`config.mk`:
```
export PLATFORM = sky130hd
export DESIGN_NAME = rf_power_sweep_tuner_unit
export DESIGN_NICKNAME = d
export VERILOG_FILES = /design/src/rtl/core/rpst_pkg.sv /design/src/rtl/core/rpst_cfg.sv /design/src/rtl/core/rpst_next.sv /design/src/rtl/core/rf_power_sweep_tuner_unit.sv
export SDC_FILE = /design/constraint.sdc
export NUM_CORES = 1
export LEC_CHECK = 0
export BUFFER_PORTS_ARGS = -buffer_cell sky130_fd_sc_hd__buf_2
export CAP_MARGIN = 20
export CORE_MARGIN = 5
export CORE_UTILIZATION = 46
export CTS_CLUSTER_SIZE = 10
export DETAILED_ROUTE_END_ITERATION = 10
export PLACE_DENSITY_LB_ADDON = 0.3
export REMOVE_ABC_BUFFERS = 1
export SLEW_MARGIN = 20
export SYNTH_ARGS = -nofsm -noshare
export SYNTH_HDL_FRONTEND = slang
export SYNTH_HIERARCHICAL = 1
export SYNTH_SLANG_ARGS = --single-unit
export TNS_END_PERCENT = 20
```
`constraint.sdc`:
```
create_clock -name clk -period 10.2 [get_ports clk]
set_input_delay 1.02 -clock clk [delete_from_list [all_inputs] [get_ports clk]]
set_output_delay 1.02 -clock clk [all_outputs]
set_load 0.03 [all_outputs]
```
`src/rtl/core/rpst_pkg.sv`:
```
package rpst_pkg;

  localparam int CfgIdxW  = 3;
  localparam int CfgDataW = 8;
  localparam int InDataW  = 16;
  localparam int InUserW  = 2;
  localparam int OutDataW = 72;

  typedef enum logic [1:0] {
    FUNC_SAMPLE = 2'd0,
    FUNC_START  = 2'd1,
    FUNC_ABORT  = 2'd2,
    FUNC_NONE   = 2'd3
  } func_t;

  typedef enum logic [1:0] {
    VERDICT_EMPTY  = 2'd0,
    VERDICT_SINGLE = 2'd1,
    VERDICT_MULTI  = 2'd2,
    VERDICT_OTHER  = 2'd3
  } verdict_t;

  typedef enum logic [2:0] {
    PH_IDLE   = 3'd0,
    PH_COARSE = 3'd1,
    PH_FINE   = 3'd2,
    PH_VERIFY = 3'd3,
    PH_DONE   = 3'd4,
    PH_FAILED = 3'd5
  } phase_t;

  typedef enum logic [CfgIdxW-1:0] {
    REG_POWER_MIN   = 3'd0,
    REG_POWER_MAX   = 3'd1,
    REG_COARSE_STEP = 3'd2,
    REG_FINE_STEP   = 3'd3,
    REG_SAMPLES     = 3'd4,
    REG_MIN_HITS    = 3'd5,
    REG_HEADROOM    = 3'd6
  } reg_idx_t;

  localparam logic [3:0] NOTE_NONE          = 4'd0;
  localparam logic [3:0] NOTE_START_FAIL    = 4'd1;
  localparam logic [3:0] NOTE_COARSE_START  = 4'd2;
  localparam logic [3:0] NOTE_COARSE_COLL   = 4'd3;
  localparam logic [3:0] NOTE_FINE_COLL     = 4'd4;
  localparam logic [3:0] NOTE_COLL_AT_MIN   = 4'd5;
  localparam logic [3:0] NOTE_SEARCH_EDGE   = 4'd6;
  localparam logic [3:0] NOTE_NO_TAG        = 4'd7;
  localparam logic [3:0] NOTE_EMPTY_FIELD   = 4'd8;
  localparam logic [3:0] NOTE_UNSTABLE      = 4'd9;
  localparam logic [3:0] NOTE_VERIFYING     = 4'd10;
  localparam logic [3:0] NOTE_DONE          = 4'd11;
  localparam logic [3:0] NOTE_VERIFY_DOWN   = 4'd12;
  localparam logic [3:0] NOTE_VERIFY_UP     = 4'd13;
  localparam logic [3:0] NOTE_NO_WINDOW     = 4'd14;
  localparam logic [3:0] NOTE_ABORTED       = 4'd15;

  typedef struct packed {
    logic [6:0] power_min;
    logic [6:0] power_max;
    logic [6:0] coarse_step;
    logic [6:0] fine_step;
    logic [7:0] samples_per_step;
    logic [7:0] min_stable_hits;
    logic [6:0] headroom;
  } cfg_t;

  typedef struct packed {
    phase_t     phase;
    logic [6:0] power;
    logic [6:0] ceiling;
    logic [6:0] low_edge;
    logic [6:0] result;
    logic [7:0] samples;
    logic [7:0] singles;
    logic [7:0] multis;
    logic [7:0] empties;
    logic [3:0] note;
  } sweep_state_t;

endpackage

```
`src/rtl/core/rpst_cfg.sv`:
```
module rpst_cfg (
  input  logic                            clk,
  input  logic                            rst,
  input  logic                            cfg_we,
  input  logic [rpst_pkg::CfgIdxW-1:0]    cfg_index,
  input  logic [rpst_pkg::CfgDataW-1:0]   cfg_data,
  output rpst_pkg::cfg_t                  cfg
);
  import rpst_pkg::*;

  always_ff @(posedge clk) begin
    if (rst) begin
      cfg.power_min        <= 7'd10;
      cfg.power_max        <= 7'd100;
      cfg.coarse_step      <= 7'd10;
      cfg.fine_step        <= 7'd2;
      cfg.samples_per_step <= 8'd8;
      cfg.min_stable_hits  <= 8'd6;
      cfg.headroom         <= 7'd5;
    end else if (cfg_we) begin
      unique case (cfg_index)
        REG_POWER_MIN:   cfg.power_min        <= cfg_data[6:0];
        REG_POWER_MAX:   cfg.power_max        <= cfg_data[6:0];
        REG_COARSE_STEP: cfg.coarse_step      <= cfg_data[6:0];
        REG_FINE_STEP:   cfg.fine_step        <= cfg_data[6:0];
        REG_SAMPLES:     cfg.samples_per_step <= cfg_data;
        REG_MIN_HITS:    cfg.min_stable_hits  <= cfg_data;
        REG_HEADROOM:    cfg.headroom         <= cfg_data[6:0];
        default: ;
      endcase
    end
  end

endmodule

```
`src/rtl/core/rpst_next.sv`:
```
module rpst_next (
  input  rpst_pkg::cfg_t          cfg,
  input  rpst_pkg::sweep_state_t  cur,
  input  logic [1:0]              func,
  input  logic [1:0]              verdict,
  input  logic [6:0]              start_pct,
  input  logic                    field_ready,
  output rpst_pkg::sweep_state_t  nxt,
  output logic                    applied
);
  import rpst_pkg::*;

  logic signed [8:0] req;
  logic signed [8:0] req_lo;
  logic [6:0]        clamped;
  logic              do_enter;
  logic              set_result;
  phase_t            enter_ph;
  logic [3:0]        enter_note;
  logic [7:0]        samples_inc;
  logic [7:0]        singles_inc;
  logic [7:0]        multis_inc;
  logic [7:0]        empties_inc;
  logic              is_multi;
  logic              is_single;
  logic              stable;
  logic              sweeping;
  logic [6:0]        step;
  logic [7:0]        min_plus_step;
  logic [7:0]        min_plus_coarse;
  logic [7:0]        cand_head;
  logic [8:0]        mid_sum;
  logic signed [8:0] cur_s;
  logic signed [8:0] fs_s;

  function automatic logic [7:0] sat_inc(input logic [7:0] v);
    sat_inc = (v == 8'hFF) ? v : v + 8'd1;
  endfunction

  // requests span below zero and above the 7-bit range; clamp min first, max wins
  always_comb begin
    req_lo = (req < $signed({2'b00, cfg.power_min})) ? $signed({2'b00, cfg.power_min}) : req;
    if (req_lo > $signed({2'b00, cfg.power_max})) begin
      clamped = cfg.power_max;
    end else begin
      clamped = req_lo[6:0];
    end
  end

  always_comb begin
    is_multi  = (verdict == VERDICT_MULTI);
    is_single = (verdict == VERDICT_SINGLE);
    sweeping  = (cur.phase == PH_COARSE) || (cur.phase == PH_FINE) || (cur.phase == PH_VERIFY);
    samples_inc = sat_inc(cur.samples);
    singles_inc = is_single ? sat_inc(cur.singles) : cur.singles;
    multis_inc  = is_multi ? sat_inc(cur.multis) : cur.multis;
    empties_inc = (!is_single && !is_multi) ? sat_inc(cur.empties) : cur.empties;
    stable = (singles_inc >= cfg.min_stable_hits);
    step = (cur.phase == PH_COARSE) ? cfg.coarse_step : cfg.fine_step;
    min_plus_step   = {1'b0, cfg.power_min} + {1'b0, step};
    min_plus_coarse = {1'b0, cfg.power_min} + {1'b0, cfg.coarse_step};
    cand_head = {1'b0, cur.low_edge} + {1'b0, cfg.headroom};
    mid_sum   = {2'b00, cur.low_edge} + {2'b00, cur.ceiling} + 9'd1;
    cur_s = $signed({2'b00, cur.power});
    fs_s  = $signed({2'b00, cfg.fine_step});

    nxt        = cur;
    req        = '0;
    do_enter   = 1'b0;
    set_result = 1'b0;
    enter_ph   = cur.phase;
    enter_note = NOTE_NONE;

    unique case (func)
      FUNC_SAMPLE: begin
        if (sweeping) begin
          nxt.samples = samples_inc;
          nxt.singles = singles_inc;
          nxt.multis  = multis_inc;
          nxt.empties = empties_inc;
          if (is_multi && cur.phase != PH_VERIFY) begin
            if ({1'b0, cur.power} <= min_plus_step) begin
              nxt.phase = PH_FAILED;
              nxt.note  = NOTE_COLL_AT_MIN;
            end else begin
              do_enter   = 1'b1;
              req        = cur_s - $signed({2'b00, step});
              enter_note = (cur.phase == PH_COARSE) ? NOTE_COARSE_COLL : NOTE_FINE_COLL;
            end
          end else if (samples_inc >= cfg.samples_per_step) begin
            priority case (cur.phase)
              PH_COARSE: begin
                if (stable) begin
                  nxt.ceiling  = cur.power;
                  nxt.low_edge = cur.power;
                  do_enter     = 1'b1;
                  enter_ph     = PH_FINE;
                  req          = cur_s - fs_s;
                  enter_note   = NOTE_SEARCH_EDGE;
                end else if ({1'b0, cur.power} <= min_plus_coarse) begin
                  nxt.phase = PH_FAILED;
                  nxt.note  = NOTE_NO_TAG;
                end else if (cur.ceiling == 7'd0 && empties_inc == samples_inc &&
                             cur.power < cfg.power_max) begin
                  nxt.phase = PH_FAILED;
                  nxt.note  = NOTE_EMPTY_FIELD;
                end else begin
                  do_enter   = 1'b1;
                  req        = cur_s - $signed({2'b00, cfg.coarse_step});
                  enter_note = NOTE_UNSTABLE;
                end
              end
              PH_FINE: begin
                do_enter = 1'b1;
                if (stable && cur.power > cfg.power_min) begin
                  nxt.low_edge = cur.power;
                  req          = cur_s - fs_s;
                  enter_note   = NOTE_SEARCH_EDGE;
                end else begin
                  enter_ph   = PH_VERIFY;
                  enter_note = NOTE_VERIFYING;
                  set_result = 1'b1;
                  if (cur.ceiling != 7'd0 && cand_head > {1'b0, cur.ceiling}) begin
                    req = $signed({1'b0, mid_sum[8:1]});
                  end else begin
                    req = $signed({1'b0, cand_head});
                  end
                end
              end
              default: begin
                if (stable && multis_inc == 8'd0) begin
                  nxt.result = cur.power;
                  nxt.phase  = PH_DONE;
                  nxt.note   = NOTE_DONE;
                end else if (multis_inc != 8'd0 && cur.power > cfg.power_min) begin
                  do_enter   = 1'b1;
                  req        = cur_s - fs_s;
                  enter_note = NOTE_VERIFY_DOWN;
                end else if (cur.power < cur.ceiling) begin
                  do_enter   = 1'b1;
                  req        = cur_s + fs_s;
                  enter_note = NOTE_VERIFY_UP;
                end else begin
                  nxt.phase = PH_FAILED;
                  nxt.note  = NOTE_NO_WINDOW;
                end
              end
            endcase
          end
        end
      end
      FUNC_START: begin
        if (!field_ready) begin
          nxt.phase = PH_FAILED;
          nxt.note  = NOTE_START_FAIL;
        end else begin
          nxt.ceiling  = '0;
          nxt.low_edge = '0;
          nxt.result   = '0;
          do_enter     = 1'b1;
          enter_ph     = PH_COARSE;
          enter_note   = NOTE_COARSE_START;
          req = $signed({2'b00, (start_pct != 7'd0) ? start_pct : cfg.power_max});
        end
      end
      FUNC_ABORT: begin
        nxt.phase = PH_IDLE;
        nxt.note  = NOTE_ABORTED;
      end
      default: ;
    endcase

    applied = do_enter;
    if (do_enter) begin
      nxt.phase   = enter_ph;
      nxt.note    = enter_note;
      nxt.samples = '0;
      nxt.singles = '0;
      nxt.multis  = '0;
      nxt.empties = '0;
      nxt.power   = clamped;
      if (set_result) begin
        nxt.result = clamped;
      end
    end
  end

endmodule

```
`src/rtl/core/rf_power_sweep_tuner_unit.sv`:
```
// channel   dir  payload (low bit first)
// s_*       in   tdata: verdict[1:0] start_pct[8:2] field_ready[9]; tuser: func[1:0]
// m_*       out  tdata: power_pct, phase, status_note, result_pct, sample/single/
//                multi/empty counts, ceiling_pct, low_edge_pct, power_applied
// cfg_*     in   write enable, register index, data
//
// One event per cycle unless stalled; its result is valid in the cycle after.
// The sweep state and the result register update in the same edge.
// s_tready is high while the result register is empty or being taken.
// Synchronous reset restores register defaults and an idle sweep.
module rf_power_sweep_tuner_unit (
  input  logic                                clk,
  input  logic                                rst,
  input  logic                                s_tvalid,
  output logic                                s_tready,
  // verdict[1:0], start_pct[8:2], field_ready[9], zero[15:10]
  input  logic [rpst_pkg::InDataW-1:0]        s_tdata,
  // func[1:0]
  input  logic [rpst_pkg::InUserW-1:0]        s_tuser,
  output logic                                m_tvalid,
  input  logic                                m_tready,
  // power_pct[6:0], phase[9:7], status_note[13:10], result_pct[20:14],
  // sample_count[28:21], single_count[36:29], multi_count[44:37],
  // empty_count[52:45], ceiling_pct[59:53], low_edge_pct[66:60],
  // power_applied[67], zero[71:68]
  output logic [rpst_pkg::OutDataW-1:0]       m_tdata,
  input  logic                                cfg_we,
  input  logic [rpst_pkg::CfgIdxW-1:0]        cfg_index,
  input  logic [rpst_pkg::CfgDataW-1:0]       cfg_data
);
  import rpst_pkg::*;

  cfg_t         cfg;
  sweep_state_t state;
  sweep_state_t state_next;
  logic         applied;
  logic         xfer;

  rpst_cfg u_cfg (
    .clk       (clk),
    .rst       (rst),
    .cfg_we    (cfg_we),
    .cfg_index (cfg_index),
    .cfg_data  (cfg_data),
    .cfg       (cfg)
  );

  rpst_next u_next (
    .cfg         (cfg),
    .cur         (state),
    .func        (s_tuser),
    .verdict     (s_tdata[1:0]),
    .start_pct   (s_tdata[8:2]),
    .field_ready (s_tdata[9]),
    .nxt         (state_next),
    .applied     (applied)
  );

  assign s_tready = !m_tvalid || m_tready;
  assign xfer     = s_tvalid && s_tready;

  always_ff @(posedge clk) begin
    if (rst) begin
      state    <= '0;
      m_tvalid <= 1'b0;
    end else begin
      if (xfer) begin
        state    <= state_next;
        m_tvalid <= 1'b1;
      end else if (m_tready) begin
        m_tvalid <= 1'b0;
      end
    end
  end

  always_ff @(posedge clk) begin
    if (xfer) begin
      m_tdata <= {4'b0000, applied, state_next.low_edge, state_next.ceiling,
                  state_next.empties, state_next.multis, state_next.singles,
                  state_next.samples, state_next.result, state_next.note,
                  state_next.phase, state_next.power};
    end
  end

endmodule

```
Word-level counts from Yosys, hierarchy flattened
Cells that the tools add are included.
{ "word_totals": {"input_bits": 34, "regBits": 187, "wordCells": 202, "output_inout_bits": 74} }
{ "classes": {"magnitude_cmp": 10, "reduce_logical": 31, "eq_ne": 19, "n_addsub": 13, "muxes": 110} }
{ "op_table": {"columns": ["operator", "n"], "rows": [
  ["$mux 9", 12],
  ["$mux 4", 21],
  ["$mux 8", 8],
  ["$mux 21", 3],
  ["$mux 7", 9],
  ["$mux 57", 1],
  ["$mux 3", 18],
  ["$mux 43", 1],
  ["$pmux 21 s2", 1],
  ["$add 7x7->8", 5],
  ["$pmux 9 s2", 2],
  ["$add 8x1->8 const B", 4],
  ["$eq 8x8->1 const B", 4],
  ["$mux 32", 1],
  ["$pmux 4 s2", 3],
  ["$sub 7x7->8", 3],
  ["$mux 1", 19],
  ["$pmux 3 s2", 3],
  ["$ge 8x8->1", 2],
  ["$le 7x8->1", 2],
  ["$lt 7x7->1", 2],
  ["$mux 14", 1],
  ["$pmux 7 s2", 1],
  ["$reduce_and 2->1", 7],
  ["28 further kinds", 50]
]} }

Longest topological paths before layout
{ "depth": {"ltp_word": 21, "depth_mapped": 48, "depth_no_buf": 43} }

Modules after synthesis
Netlist, hierarchy kept.
{ "by_module_without_submodules": {"columns": ["mod", "instances", "cells_per_inst", "seq_area_each_um2", "area_each_um2"], "rows": [
  ["rpst_next", 1, 1092, 0.0, 7474.7],
  ["rf_power_sweep_tuner_unit", 1, 384, 3403.3, 5142.4],
  ["rpst_cfg", 1, 196, 1021.0, 2098.3]
]} }

Least setup slack after synthesis
No wires, ideal clock.
{ "synth_path": {"kind": "register to register", "start": "reg state[64] in the netlist's numbering", "end": "reg m_tdata[5] in the netlist's numbering (data pin)", "arrival_time_ps": 7736, "setup_ps": 262, "path_buffers": 5, "slack_ps": 2201, "required_ps": 9938, "stages_incl_launch_ff": 44, "synth_period_minus_slack_ps": 7999, "cell_sequence": "dfxtp_1 -> clkbuf_1 -> nand2b_1 -> nand2b_1 -> clkbuf_1 -> o21ai_0 -> inv_1 -> fa_1 -> nor2b_1 -> o21ai_0 -> nand2b_1 -> a21o_1 -> a21oi_1 -> xor2_1 -> ha_1 -> a21o_1 -> o21ai_1 -> nor4_1 -> [... 8 more ...] -> ha_1 -> clkbuf_1 -> clkbuf_1 -> nor3_1 -> a21oi_1 -> o31ai_1 -> ha_1 -> nor2b_1 -> o21a_1 -> o21a_1 -> o21ai_0 -> nand2b_1 -> a21oi_1 -> a2bb2oi_1 -> o41a_1 -> buf_6 -> mux2_4 -> mux2_4"} }
{ "synth_lines": {"columns": ["element", "line_no", "source"], "rows": [
  ["start: declaration", "rf_power_sweep_tuner_unit.sv:34", "sweep_state_t state;"],
  ["start signal: assignment", "rf_power_sweep_tuner_unit.sv:68", "state <= state_next;"],
  ["end signal: assignment", "rf_power_sweep_tuner_unit.sv:78", "m_tdata <= {4'b0000, applied, state_next.low_edge, state_next.ceiling,"],
  ["end: declaration", "rf_power_sweep_tuner_unit.sv:26", "output logic [rpst_pkg::OutDataW-1:0] m_tdata,"]
]} }

==> reports/qor.txt <==
Largest stage delay, worst path -> 0.57 ns
Top cell type's share of synthesized area -> 16.2%
Flops & latches, synth -> 187
Min-Delay Path Class -> reg -> reg
Area grow syn2layout -> 8.77%
Global-route wire length before repair -> 66.1 mm
Gr usage total -> 23.1%
EDFF count, synth -> 68
Period utilisation layout -> 93.7%
Max Fclk -> 105 MHz
PD cells -> 112 nW/µm²
Synth cell count leaders -> ha_1, a21oi_1, nor2_1
Die X-Extent -> 189 µm
Post-CTS setup buffers -> 0
Top post-synthesis cells by area -> dfxtp_1, edfxtp_1, ha_1
Vias -> 12,739
Share of cells above drive strength 1 -> 13.0%
Final Slew Violations -> 0
Ys flop type -> dfxtp_1
Antenna Cells -> 0
Startpoint types -> flop
Post-synth ARST share -> 0%
Vias/cell -> 5.99
Yosys top cell by area -> dfxtp_1
Leakage power -> 6.72 nW
Root buf cell -> clkbuf_16
Final nets -> 1,886
Synth Cell Area -> 14,700 µm²
Synth warn -> 6
Max-Cap Viols -> 0
CP Capture Type -> flop
Largest net degree at the start of global routing -> 84
Critical Path AT -> 9.87 ns
Syn Area/Cell -> 8.80 µm²
Hold Fails Final Rpt -> 0
Highest-delay cell along the critical path -> a2111oi_0
I/O pin cnt -> 108
Final WL -> 42.0 mm
Worst-path clk slew -> 0.07 ns
Top-count cell post-synth -> ha_1
Fill count -> 2,999
Most Frequent Cell on Critical Path -> nand2b_1
Clock Latency Late Sink -> 0.46 ns
Endpoints failing setup -> 0
Post-CTS sizing -> 0
ANT nets after route -> 0
Post-DP HPWL -> 31.0 mm
Actual slew at the worst max-slew pin -> 1.07 ns
WP data required -> 10.51 ns
Max transition margin -> 27.4%
Worst vdd rail ir drop -> 0.000106 V
Vias in the first global route -> 12,062
Initial DRC count -> 952
Overflow left after global routing -> 0
Hold_buf cts -> 0
IO Port Bufs -> 97
Number of cell rows -> 65
Initial Util -> 46.6%
Fin crit period -> 9.56 ns
Clock Skew -> 0.0130 ns
Crit path max fanout -> 19
GPL Wtd Cong -> 0.964
First-pass DRT Iterations -> 5
Clk buf depth -> 2
Syn Inst Count -> 1,672
Setup Crit Path Kind -> reg -> reg
Core Region -> 31,600 µm²
Clock sinks -> 187
Setup TNS -> 0 ns
Initial antenna violation count -> 0
Final hold slack -> 0.482 ns
RSZ-0062 raised after global routing -> false
DRC Markers -> 0
Die height -> 189 µm
Fin cells -> 2,128
Distinct cell type count after synthesis -> 93
Dpl cells -> 2,096
Seq/Total Area, Yosys -> 30.1%
CTS buffer count -> 17
Per-cell routed wire length -> 19.8 µm
TritonCTS clock tree -> yes
H-Tree Depth -> 4
Outcome -> finished clean
Die ar. -> 35,700 µm²
## worst max-delay path, delay by kind of cell, from the launching register on
| kind | cells | cell delay, ns |
|---|---|---|
| compound gates | 19 | 4.08 |
| xor+xnor | 1 | 0.14 |
| fa+ha+maj | 6 | 2.02 |
| buf+inv | 2 | 0.18 |
| flops | 1 | 0.49 |
| mux | 1 | 0.38 |
| simple gates | 13 | 2.12 |
## state kept, by name, indices dropped and copies added (netlist names)
| register | cells |
|---|---|
| m_tvalid | 1 |
| state | 67 |
| m_tdata | 68 |
| u_cfg/cfg | 51 |
## where the power goes
group | internal, mW | leakage (nW) | total [mW] | switching [mW]
sequential | 0.793 | 1.65 | 0.804 | 0.0109
combinational | 0.0865 | 4.76 | 0.273 | 0.187
clock | 0.390 | 0.307 | 0.711 | 0.321
total | 1.27 | 6.72 | 1.79 | 0.519
## path summary, 6_finish.rpt
path                               from                    endpoint  slack [ns]  cells after the start
max reg2reg      state[66]$_SDFFE_PP0P_      state[41]$_SDFFE_PP0P_        0.64                     42
min reg2reg  u_cfg/cfg[16]$_SDFFE_PP0P_  u_cfg/cfg[16]$_SDFFE_PP0P_        0.48                      2
min          u_cfg/cfg[16]$_SDFFE_PP0P_  u_cfg/cfg[16]$_SDFFE_PP0P_        0.48                      2
max              state[66]$_SDFFE_PP0P_      state[41]$_SDFFE_PP0P_        0.64                     42
## routing by layer
layer	routed length, µm	global-route usage (%)	vias to the layer above
met4	1450	9.05	0
met3	2400	4.76	77
li1	-	-	6220
met5	0	0	-
met2	18900	36.5	373
met1	19300	31.1	6069
## final cells by class
type	instances	area (µm²)	area share, %
flip-flops and latches	187	4420	27.6
multi-input cells	1301	9480	59.2
inverters	88	330	2.06
clock inverters	12	153	0.954
well taps	402	503	3.14
repair buffers	118	648	4.05
clock buffers	20	468	2.92
## cells by family (layout without fill, tap and decap cells)
kind of cell / after synthesis / in the layout / share of synthesized area (%)
and+or+nand+nor: 514 / 514 / 18.0
AOI/OAI and AO/OA: 504 / 504 / 24.8
DFF: 187 / 187 / 30.1
buffers and inverters: 187 / 238 / 5.67
adders and majority gates: 139 / 139 / 12.2
muxes: 80 / 80 / 5.55
xor gates and xnor gates: 60 / 60 / 3.57
other: 1 / 4 / 0.0255
## through the flow
step	setup slack, ns	power (mW)	util (%)	cell area [µm²]
final	0.643	1.79	50.7	16000
after global placement	0.805	1.09	48.7	15400
after CTS	0.697	1.81	50.7	16000
after floorplan	2.23	0.993	-	14200
after detailed placement	0.744	1.09	48.7	15400
after global routing	0.0515	1.86	50.7	16000
## cell usage in the layout (no fill, tap or decap), types with 34 or more instances in the layout
cell type / n
ha_1: 130
a21oi_1: 124
nor2_1: 122
dfxtp_1: 119
nand3_1: 101
buf_2: 95
inv_1: 87
nand2_1: 87
nand2b_1: 74
mux2i_1: 73
edfxtp_1: 68
o21ai_0: 61
a21bo_1: 60
xor2_1: 34
Power figures use the tool's default switching activity.
